--- config.mk ---
export PLATFORM = sky130hd
export DESIGN_NAME = cgps_cell
export DESIGN_NICKNAME = d
export VERILOG_FILES = /design/src/cgps_pkg.sv /design/src/cgps_cell.sv
export SDC_FILE = /design/constraint.sdc
export NUM_CORES = 1
export LEC_CHECK = 0
export BUFFER_PORTS_ARGS = -buffer_cell sky130_fd_sc_hd__buf_2
export CAP_MARGIN = 20
export CORE_MARGIN = 4
export CORE_UTILIZATION = 40
export CTS_CLUSTER_DIAMETER = 120
export DETAILED_ROUTE_END_ITERATION = 8
export PLACE_DENSITY = 0.81
export REMOVE_ABC_BUFFERS = 1
export SYNTH_ARGS = -nofsm -noshare
export SYNTH_HDL_FRONTEND = slang
export SYNTH_SLANG_ARGS = --single-unit
--- constraint.sdc ---
create_clock -name aclk -period 0.88 [get_ports aclk]
set_input_delay 0.044 -clock aclk [delete_from_list [all_inputs] [get_ports aclk]]
set_output_delay 0.044 -clock aclk [all_outputs]
set_load 0.05 [all_outputs]
--- src/cgps_pkg.sv ---
// Shared types and constants for the correlated Gaussian path step block.
// Used by cgps_cell, cgps_mac and correlated_gaussian_path_step.
`default_nettype none
package cgps_pkg;

    localparam int TIME_W    = 4;
    localparam int IDX_W     = 3;
    localparam int VAL_W     = 32;
    localparam int OP_W      = 2;
    localparam int S_TDATA_W = 48;
    localparam int M_TDATA_W = 40;

    localparam logic [OP_W-1:0] OP_LOAD_ROOT  = 2'd0;
    localparam logic [OP_W-1:0] OP_LOAD_START = 2'd1;
    localparam logic [OP_W-1:0] OP_INCREMENT  = 2'd2;

    localparam logic signed [63:0] Q_MAX = 64'sd2147483647;
    localparam logic signed [63:0] Q_MIN = -64'sd2147483648;

    // Control of one path cell
    typedef struct packed {
        logic shift;
        logic load;
    } cell_ctrl_t;

    // Tag that travels beside a root entry through the multiply stage
    typedef struct packed {
        logic valid;
        logic apply;
    } mac_tag_t;

endpackage
`default_nettype wire

--- src/cgps_cell.sv ---
// One path component cell of the rotating component ring.
// Depends on cgps_pkg for the cell control struct.
`default_nettype none
module cgps_cell
    import cgps_pkg::*;
(
    input  wire logic              aclk,
    input  wire logic              aresetn,
    input  wire cell_ctrl_t        ctrl,
    input  wire logic [VAL_W-1:0]  shift_in,
    input  wire logic [VAL_W-1:0]  load_value,
    output logic      [VAL_W-1:0]  value_out
);

    logic [VAL_W-1:0] value_reg;

    always_ff @(posedge aclk) begin
        if (!aresetn) begin
            value_reg <= '0;
        end else if (ctrl.load) begin
            value_reg <= load_value;
        end else if (ctrl.shift) begin
            value_reg <= shift_in;
        end
    end

    assign value_out = value_reg;

endmodule
`default_nettype wire

; Yosys cells after proc, flatten, opt, wreduce, memory -nomap -nowiden
; Index checks and enable logic that the tools add are counted.
[classes]
addsub = 0
multipliers = 0
n_div = 0
order_cmp = 0
eq_ne = 0
shift = 0
n_mux = 2
bitwise_logic = 0
n_reduce_logical = 1
[op_table]
columns = op, count
row1 = $mux W32, 2
row2 = $reduce_bool A2 Y1, 1
[totals]
regBits = 32
latchBits = 0
ram_bits = 0
romBits = 0
wordCells = 4
n_memories = 0

; Logic depth before layout (Yosys ltp)
[logic_depth]
word_depth = 2
ltp_mapped = 4

; Worst setup path before layout
; OpenSTA, ideal clock, no wires.
[synth_path]
kind = register to register
from = register, netlist name value_out[0]
to = register value_reg[0] (netlist: value_out[0])
arrival_time_ps = 971
t_required_ps = 764
path_slack_ps = -207
path_stages_with_launch = 3
n_path_buf = 0
cell_sequence = dfxtp_1 > mux2_4 > o211a_1
[synth_lines]
columns = item, line
row1 = to (signal assigned), cgps_cell.sv:21  ; value_reg <= load_value;
row2 = to (signal assigned), cgps_cell.sv:23  ; value_reg <= shift_in;
row3 = to (decl), cgps_cell.sv:15  ; logic [VAL_W-1:0] value_reg;

==> flow_summary.toml <==
[global_route]
grt_max_degree = 35
grt_pass1_vias = 1493
grt-ovfl-total = 0
antenna_found_initial = 0
grt_pass1_wl_mm = 6.91
track_usage_pct = 16.4

[yosys]
ys_ff_latch = 32
netlist-cell-type-count = 11
yosysSeqAreaShare_pct = 36.0
synthCells = 141
yosys-top-cells-area = "dfxtp_1 36%, mux2_4 25%, o211a_1 18%, or2b_1 8.9%, nand2b_1 3.9%"
synth_top_area_share_pct = 36.0
synth_commonest_cells = "32 x dfxtp_1, 32 x o211a_1, 30 x mux2_4"
yosys_warnings = 0
synth_edf_count = 0
synth_top_area_cell = "dfxtp_1"
async_flop_share_pct = 0
synth-main-ff-cell = "dfxtp_1"
syn_area_sq_mm = 0.00178
synth_area_per_cell_sq_um = 12.6

[floorplanning]
fp.dieArea_sq_mm = 0.00558
rows = 23
core_sq_mm = 0.00414
die_h_um = 74.7
start_util_pct = 42.9
die_x_um = 74.7
num_io_pins = 100

[sta]
whs_ns = 0.0672
worst_slew_pin_slew_ns = 0.609
setup_violations = 30
hold_viol = 0
skew_ns = 0
slew_viol_final = 0
fin_crit_sh_pct = 104
final.setup.tns_ns = -0.395
layout_min_cycle_time_ns = 0.914
worst_slack_ns = -0.0336
timing.fmax_mhz = 1090
timing.slew.headroom_pct = 59.4
rsz0062_at_grt = "true"

[place]
placed_area_sq_mm = 0.00231
gp_congestion = 0.718
place_inst = 282
portBuffers = 99
pre_cts_ws_ns = -0.158
hpwl_mm = 3.18

[pwr]
cellInternalPower_mw = 3.23
sw_frac_of_total_pct = 28.3
power_per_cell_area_mw_per_mm2 = 1690
p_sw_mw = 1.28
vdd_ir_drop_max_mv = 0.944
seqPwrFrac_pct = 36.9
pwr-share-clk_pct = 33.9
finalPower_mw = 4.51
p_comb_share_pct = 29.2
p_leak_nw = 1.54

[worst_setup_path]
endpoint = "value_out[22]$_SDFFE_PN0P_"
arrival_ns = 1.08
path_cells = "mux2_4, o211a_1"
worstPathMaxFanout = 2
reg2reg_depth = 2
worst_path_max_delay_cell = "dfxtp_2"
slowest_delay_ns = 0.33
r2r_setup_slack_ns = -0.03
start_kind = "flip-flop"
endpoint_kind = "flip-flop"
crit_type = "flip-flop to flip-flop"
reg2reg_to = "value_out[22]$_SDFFE_PN0P_"
worstPathRequired_ns = 1.05
rr_startpoint = "value_out[22]$_SDFFE_PN0P_"
critPathLaunch = "value_out[22]$_SDFFE_PN0P_"

[run_status]
outcome = "complete, but fails checks"
violations = "setup timing"

[clocking]
hold_buffers = 0
clk_latency_ns = 0.27
numClockSinks = 32
htree_levels = 2
clock-root-buffer = "clkbuf_8"
clk_pin_slew_worst_paths_ns = 0.07
cts_tree = "yes"
cts_made_buffers = 5
postCtsSetupBuffers = 0
max-clock-path-buffers = 2

[cells_and_area]
final_util_pct = 64.6
synthToLayoutAreaGrowth_pct = 50.5
fillers = 320
ff_latch_area_sq_um = 676
largest_reg_flops = 32
nets = 307
multi_input_area_sq_mm = 0.00102
stdcell_count = 290
fin_area_sq_mm = 0.00268
drive_above_1_share_pct = 71.7
num_antenna_cells = 0

[job]
drv_cap = 0

[detailed_routing]
routedWlPerCell_um = 15.7
dr.pass1.iters = 4
drtIter0Drc = 54
via_count = 1453
finalWirelength_mm = 4.56
drc = 0
vias_per_cell = 5.01
antenna_left = 0

[min_path]
hold_path_class = "input pin to flip-flop"
[worst min-delay path by stage]
stage	from	endpoint	slack [ns]	cells past startpoint
after global routing	load_value[2]	value_out[2]$_SDFFE_PN0P_	0.07	3
after detailed placement	load_value[7]	value_out[7]$_SDFFE_PN0P_	0.36	3
after CTS	load_value[20]	value_out[20]$_SDFFE_PN0P_	0.06	3
after global placement	load_value[11]	value_out[11]$_SDFFE_PN0P_	0.36	3
final	load_value[20]	value_out[20]$_SDFFE_PN0P_	0.07	3
after floorplan	aresetn	value_out[0]$_SDFFE_PN0P_	0.18	1
[area by class of cell]
type | count | area share (%)
flip-flops and latches | 32 | 25.3
clock inverters | 1 | 1.12
multi-input cells | 96 | 38.3
well taps | 50 | 2.34
clock buffers | 7 | 3.60
repair buffers | 104 | 29.4
[timing repair]
item | 4_1_cts | 5_1_grt
resized for setup | 58 | 36
hold endpoints to repair | 0 | 0
setup endpoints to repair | 45 | 51
[kinds of logic (layout without fill, tap and decap cells)]
kind of cell    Yosys count  after routing  share of synthesized area [%]
compound gates           32             32                           18.0
buf+inv                  13            112                           6.61
flops                    32             32                           36.0
mux                      32             32                           26.6
simple gates             32             32                           12.7
[placed cells by master (no fill, tap or decap)]
cell / instances
buf_12: 4
buf_2: 67
buf_4: 1
buf_6: 31
buf_8: 1
bufinv_16: 1
clkbuf_8: 7
dfxtp_1: 4
dfxtp_2: 28
mux2_2: 1
mux2_4: 31
nand2b_1: 11
o211a_1: 32
or2b_1: 21
[power by group through the flow]
| stage | sequential, mW | clock, mW | combinational [mW] |
|---|---|---|---|
| final | 1.67 | 1.53 | 1.32 |
| after global routing | 1.68 | 1.66 | 1.39 |
| after CTS | 1.64 | 1.58 | 1.27 |
| after detailed placement | 1.65 | 0 | 1.18 |
| after global placement | 1.65 | 0 | 1.15 |
| after floorplan | 2.03 | 0 | 0.360 |
[layer usage]
layer	vias to the layer above	wire, um	GRT usage, %
met5	-	0	0
met4	0	20	3.56
met3	2	439	7.21
li1	704	-	-
met2	68	2370	28.1
met1	679	1730	18.9
[worst max-delay path: cells and delay by family, from the launching register on]
family          cells  cell delay [ns]
mux                 1             0.26
flops               1             0.33
compound gates      1             0.21
Note: power is estimated with default switching activity, not from simulation.
