--- config.mk ---
export PLATFORM = sky130hd
export DESIGN_NAME = cgps_mac
export DESIGN_NICKNAME = d
export VERILOG_FILES = /design/src/cgps_pkg.sv /design/src/cgps_mac.sv
export SDC_FILE = /design/constraint.sdc
export NUM_CORES = 2
export LEC_CHECK = 0
export BUFFER_PORTS_ARGS = -buffer_cell sky130_fd_sc_hd__buf_2
export CAP_MARGIN = 20
export CORE_MARGIN = 1.5
export CORE_UTILIZATION = 45
export DETAILED_ROUTE_END_ITERATION = 6
export HOLD_SLACK_MARGIN = 0.06
export PLACE_DENSITY = 0.58
export SYNTH_ARGS = -nofsm -noshare
export SYNTH_HDL_FRONTEND = slang
export SYNTH_SLANG_ARGS = --single-unit
--- constraint.sdc ---
create_clock -name aclk -period 13.6 [get_ports aclk]
set_input_delay 0 -clock aclk [delete_from_list [all_inputs] [get_ports aclk]]
set_output_delay 0 -clock aclk [all_outputs]
set_load 0.1 [all_outputs]
--- src/cgps_pkg.sv ---
// Shared types and constants for the correlated Gaussian path step block.
// Used by cgps_cell, cgps_mac and correlated_gaussian_path_step.
`default_nettype none
package cgps_pkg;

    localparam int TIME_W    = 4;
    localparam int IDX_W     = 3;
    localparam int VAL_W     = 32;
    localparam int OP_W      = 2;
    localparam int S_TDATA_W = 48;
    localparam int M_TDATA_W = 40;

    localparam logic [OP_W-1:0] OP_LOAD_ROOT  = 2'd0;
    localparam logic [OP_W-1:0] OP_LOAD_START = 2'd1;
    localparam logic [OP_W-1:0] OP_INCREMENT  = 2'd2;

    localparam logic signed [63:0] Q_MAX = 64'sd2147483647;
    localparam logic signed [63:0] Q_MIN = -64'sd2147483648;

    // Control of one path cell
    typedef struct packed {
        logic shift;
        logic load;
    } cell_ctrl_t;

    // Tag that travels beside a root entry through the multiply stage
    typedef struct packed {
        logic valid;
        logic apply;
    } mac_tag_t;

endpackage
`default_nettype wire

--- src/cgps_mac.sv ---
// Shared multiply and saturating add: root entry times increment, added to the ring head.
// Depends on cgps_pkg for the tag struct and saturation bounds.
`default_nettype none
module cgps_mac
    import cgps_pkg::*;
(
    input  wire logic                     aclk,
    input  wire logic                     aresetn,
    input  wire mac_tag_t                 tag_in,
    input  wire logic signed [VAL_W-1:0]  root,
    input  wire logic signed [VAL_W-1:0]  z,
    input  wire logic signed [VAL_W-1:0]  head,
    output mac_tag_t                      tag_out,
    output logic signed [VAL_W-1:0]       sum_out
);

    logic signed [2*VAL_W-1:0] prod_reg;
    mac_tag_t                  tag_reg;
    logic signed [2*VAL_W-1:0] term;
    logic signed [2*VAL_W-1:0] wide_sum;
    logic signed [VAL_W-1:0]   sat_sum;

    always_ff @(posedge aclk) begin
        prod_reg <= root * z;
    end

    always_ff @(posedge aclk) begin
        if (!aresetn) begin
            tag_reg <= '0;
        end else begin
            tag_reg <= tag_in;
        end
    end

    // Arithmetic shift floors toward minus infinity; the sum cannot overflow 64 bits
    always_comb begin
        term     = prod_reg >>> 16;
        wide_sum = {{VAL_W{head[VAL_W-1]}}, head} + term;
        if (wide_sum > Q_MAX) begin
            sat_sum = VAL_W'(Q_MAX);
        end else if (wide_sum < Q_MIN) begin
            sat_sum = VAL_W'(Q_MIN);
        end else begin
            sat_sum = wide_sum[VAL_W-1:0];
        end
    end

    assign tag_out = tag_reg;
    assign sum_out = tag_reg.apply ? sat_sum : head;

endmodule
`default_nettype wire

### Yosys cells after proc, flatten, opt, wreduce, memory -nomap -nowiden

Index checks and enable logic that the tools add are counted.

| operators by class | value |
|---|---|
| add/subtract/negate cells | 1 |
| multipliers | 1 |
| order comparisons | 2 |
| multiplexer cells | 3 |

Operators by type and width:

| operator | count |
|---|---|
| $mux 32 | 3 |
| $mul 32x32->64 | 1 |
| $add 32x48->49 | 1 |
| $gt 49x32->1 const B | 1 |
| $lt 49x32->1 const B | 1 |

| word-level totals | value |
|---|---|
| register bits | 66 |
| bits of input ports | 100 |
| output and inout bits | 34 |
| logic and storage cells | 10 |

### Depth between registers and ports, before layout

| depth | value |
|---|---|
| depth after elaboration | 5 |
| gate-level depth with buffers | 29 |
| gate-level depth less buffers | 28 |

### Worst setup path before layout

OpenSTA, ideal clock, no wires.

| timing | value |
|---|---|
| path kind | input to register |
| start point | input port root[31] |
| end point | register prod_reg[62] |
| setup time | 126 ps |
| data arrival time | 7,073 ps |
| required time | 13,474 ps |
| setup slack | 6,400 ps |
| cell stages on the path | 24 |
| path buffers | 1 |
| cells stage by stage | clkbuf_1 nand2_1 inv_1 fa_1 inv_1 fa_1 inv_1 fa_1 fa_1 inv_1 fa_1 inv_1 fa_1 fa_1 fa_1 ha_1 a21o_1 a21o_1 a21oi_1 nor3b_1 o21ai_1 a311oi_1 nor3b_1 a2bb2oi_1 |

| between the ends | value |
|---|---|
| longest elaborated chain between the ends | 1 |

Ends and longest elaborated chain:

| element | line | source |
|---|---|---|
| from (decl) | cgps_mac.sv:10 | `input wire logic signed [VAL_W-1:0] root,` |
| $mul 32x32->64 | cgps_mac.sv:24 | `prod_reg <= root * z;` |
| to (signal assigned) | cgps_mac.sv:24 |  |
| to (decl) | cgps_mac.sv:17 | `logic signed [2*VAL_W-1:0] prod_reg;` |

No other way between the ends.
A chain may end at the register's enable or synchronous reset.

### Final worst setup path

| timing | value |
|---|---|
| start point | input port root[15] |
| end point | register prod_reg[62] |

The elaborated chain is that of the path after synthesis.

==> flow_metrics.tcl <==
set metrics [dict create \
    grt_overflow_total 0 \
    crit_fanout 32 \
    nNetsFinal 5696 \
    cp-start-kind "primary input" \
    synth_compound_area_frac 0.05988 \
    crit_type "primary input to flip-flop" \
    async_reset_ff_frac 0 \
    netlist_area_mm2 0.03985 \
    dieHeight_um 300.6 \
    synth-simple-area-share 0.1634 \
    ant_nets 0 \
    yosys-top-cells-area "fa_1 (54%), inv_1 (9.2%), and2_1 (8.0%), ha_1 (7.2%), nand2_1 (5.4%)" \
    finalSetupTns_ns 0 \
    initial_core_util 0.4565 \
    slew_violations 0 \
    cts-resized-gates 0 \
    gp_congestion 0.8986 \
    worstMarginPinSlew_ns 1.007 \
    vias 28560 \
    vias_per_cell 5.243 \
    syn_inst 4344 \
    synth-xor-area-share 0.02220 \
    clock_sinks 50 \
    rsz0062_at_grt "no" \
    period_share 0.5950 \
    synthMuxAreaShare 0.0005652 \
    drive_above_1_share 0.04269 \
    final_common_cell "fa_1" \
    cts.clk_slew.worst_paths_ns 0.08 \
    area_growth_pct 3.972 \
    arrival_ns 8.29 \
    period_needed_ns 8.091 \
    outcome "finished, final reports clean" \
    cts_buffer_depth 2 \
    clock-root-buffer "clkbuf_16" \
    core_mm2 0.08729 \
    dpl.hpwl_um 90420 \
    synth_top_family_by_area "adder cells" \
    routed_wl_um 109800 \
    cts_buffers 5 \
    largest_reg_flops 48 \
    grt_antenna_before_repair 3 \
    port_buffers 133 \
    fin_cells 5448 \
    grt_pass1_vias 30790 \
    synthFlopType "dfxtp_1" \
    synth.net_count 5754 \
    cts_tree "yes" \
    holdPathEnd "tag_out[1]" \
    post-cts-setup-buffer-count 0 \
    hold_viol_final 0 \
    htreeDepth 2 \
    maxCapViolCount 0 \
    dieArea_mm2 0.09034 \
    ctsHoldBuffers 4 \
    grt_start_max_net_pins 67 \
    die_w_um 300.6 \
    ys_seq_elements 50 \
    clock.fmax_mhz 123.6 \
    worst_setup_path_end_kind "flip-flop" \
    crit_required_ns 13.80 \
    seq_area_frac_synth 0.02512 \
    synth_top_cell_by_area "fa_1" \
    syn_area_per_cell_um2 9.173 \
    grt_pass1_wl_um 174300 \
    route.detailed.drc 0 \
    min_path_type "primary input to flip-flop" \
    dr.pass1.iters 5 \
    hold_path_depth 3 \
    setup_viol 0 \
    synth_edf_count 0 \
    mostFrequentLayoutCells "fa_1 (1082), inv_1 (972), nand2_1 (568), and2_1 (509), ha_1 (228)" \
    row_count 108 \
    pin_count 134 \
    hold_start "aresetn" \
    synth.distinct_cells 80 \
    yosysTopAreaCellShare 0.5436 \
    relSlewSlack 0.3278 \
    yosysWarnings 0 \
    dp.cells 5430 \
    track_usage 0.2503 \
    first_iter_violations 1394 \
    yosys.area_share.adder 0.6152 \
    wire_per_inst_um 20.15 \
]
## routing by layer
metal / vias to the layer above / track usage / wire length (um) / share of wire
met5: - / 0 / 30 / 0.00027
met2: 613 / 0.4646 / 58860 / 0.54
met4: 4 / 0.1015 / 5323 / 0.048
li1: 12660 / - / - / -
met3: 194 / 0.01465 / 2976 / 0.027
met1: 15090 / 0.3019 / 42600 / 0.39
## logic make-up (layout without fill, tap and decap cells)
family          Yosys count  in the layout
fa+ha+maj              1310           1310
compound gates          375            375
flops                    50             50
xor+xnor                101            101
mux                       2              2
simple gates           1313           1313
other cells               0              6
buf+inv                1193           1136
## through the flow
stage,cell area (um^2),setup slack [ns],hold slack (ns),utilization
final,41430,5.509,0.4465,0.4746
after global routing,41410,5.137,0.4665,0.4744
after CTS,41410,5.622,0.4264,0.4744
after detailed placement,41220,5.298,0.2068,0.4722
after global placement,41220,5.344,0.2022,0.4722
after floorplan,39850,6.400,0.1217,-
## synthesized netlist by cell type (5+ instances only)
cell type  count
a211oi_1       8
a21boi_0       7
a21o_1        34
a21oi_1      107
a31oi_1        9
and2_1       509
and3_1        10
and4_1         5
buf_6          6
clkbuf_1     209
dfxtp_1       50
fa_1        1082
ha_1         228
inv_1        972
nand2_1      568
nand2b_1      12
nand3_1       23
nand4_1       20
nor2_1       112
nor2b_1        5
nor3_1        23
nor4_1         6
o211ai_1       9
o21a_1        12
o21ai_0       89
o21ai_1       10
o21bai_1       6
o22ai_1       28
o31ai_1        6
or3_1          5
xnor2_1       63
xor2_1        38
## worst max-delay path by stage
stage                   from            to  slack (ns)
floorplan           root[31]  prod_reg[62]        6.40
global placement        z[8]  prod_reg[62]        5.34
detailed placement  root[14]  prod_reg[62]        5.30
CTS                 root[14]  prod_reg[62]        5.62
global route        root[14]  prod_reg[62]        5.14
finish              root[15]  prod_reg[62]        5.51
## final cells by class
cell class / instances / area, um^2
repair buffers: 156 / 848.3
multi-input cells: 3101 / 34320
flip-flops and latches: 50 / 1002
clock buffers: 5 / 125.1
inverters: 972 / 3649
well taps: 1155 / 1445
fillers: 8554 / 45860
clock inverters: 3 / 28.78
diodes: 6 / 15.01
## critical path, cell delays in order
cell and delay (ns):
buf_2 0.59, nand2_1 0.18, fa_1 0.57, fa_1 0.43, fa_1 0.49, fa_1 0.62
inv_1 0.07, fa_1 0.50, inv_1 0.05, fa_1 0.53, inv_1 0.05, fa_1 0.51
fa_1 0.43, ha_1 0.35, a211oi_1 0.26, nor2_1 0.10, o41ai_1 0.56, a21oi_1 0.31
a21oi_1 0.36, a21oi_1 0.15, nor3b_1 0.33, o21ai_1 0.14, a311oi_1 0.43, nor3b_1 0.11
a2bb2oi_1 0.15
Power is left out: the tool's default activity adds up to more than one toggle a clock period on the data nets, which glitch-free logic cannot reach.
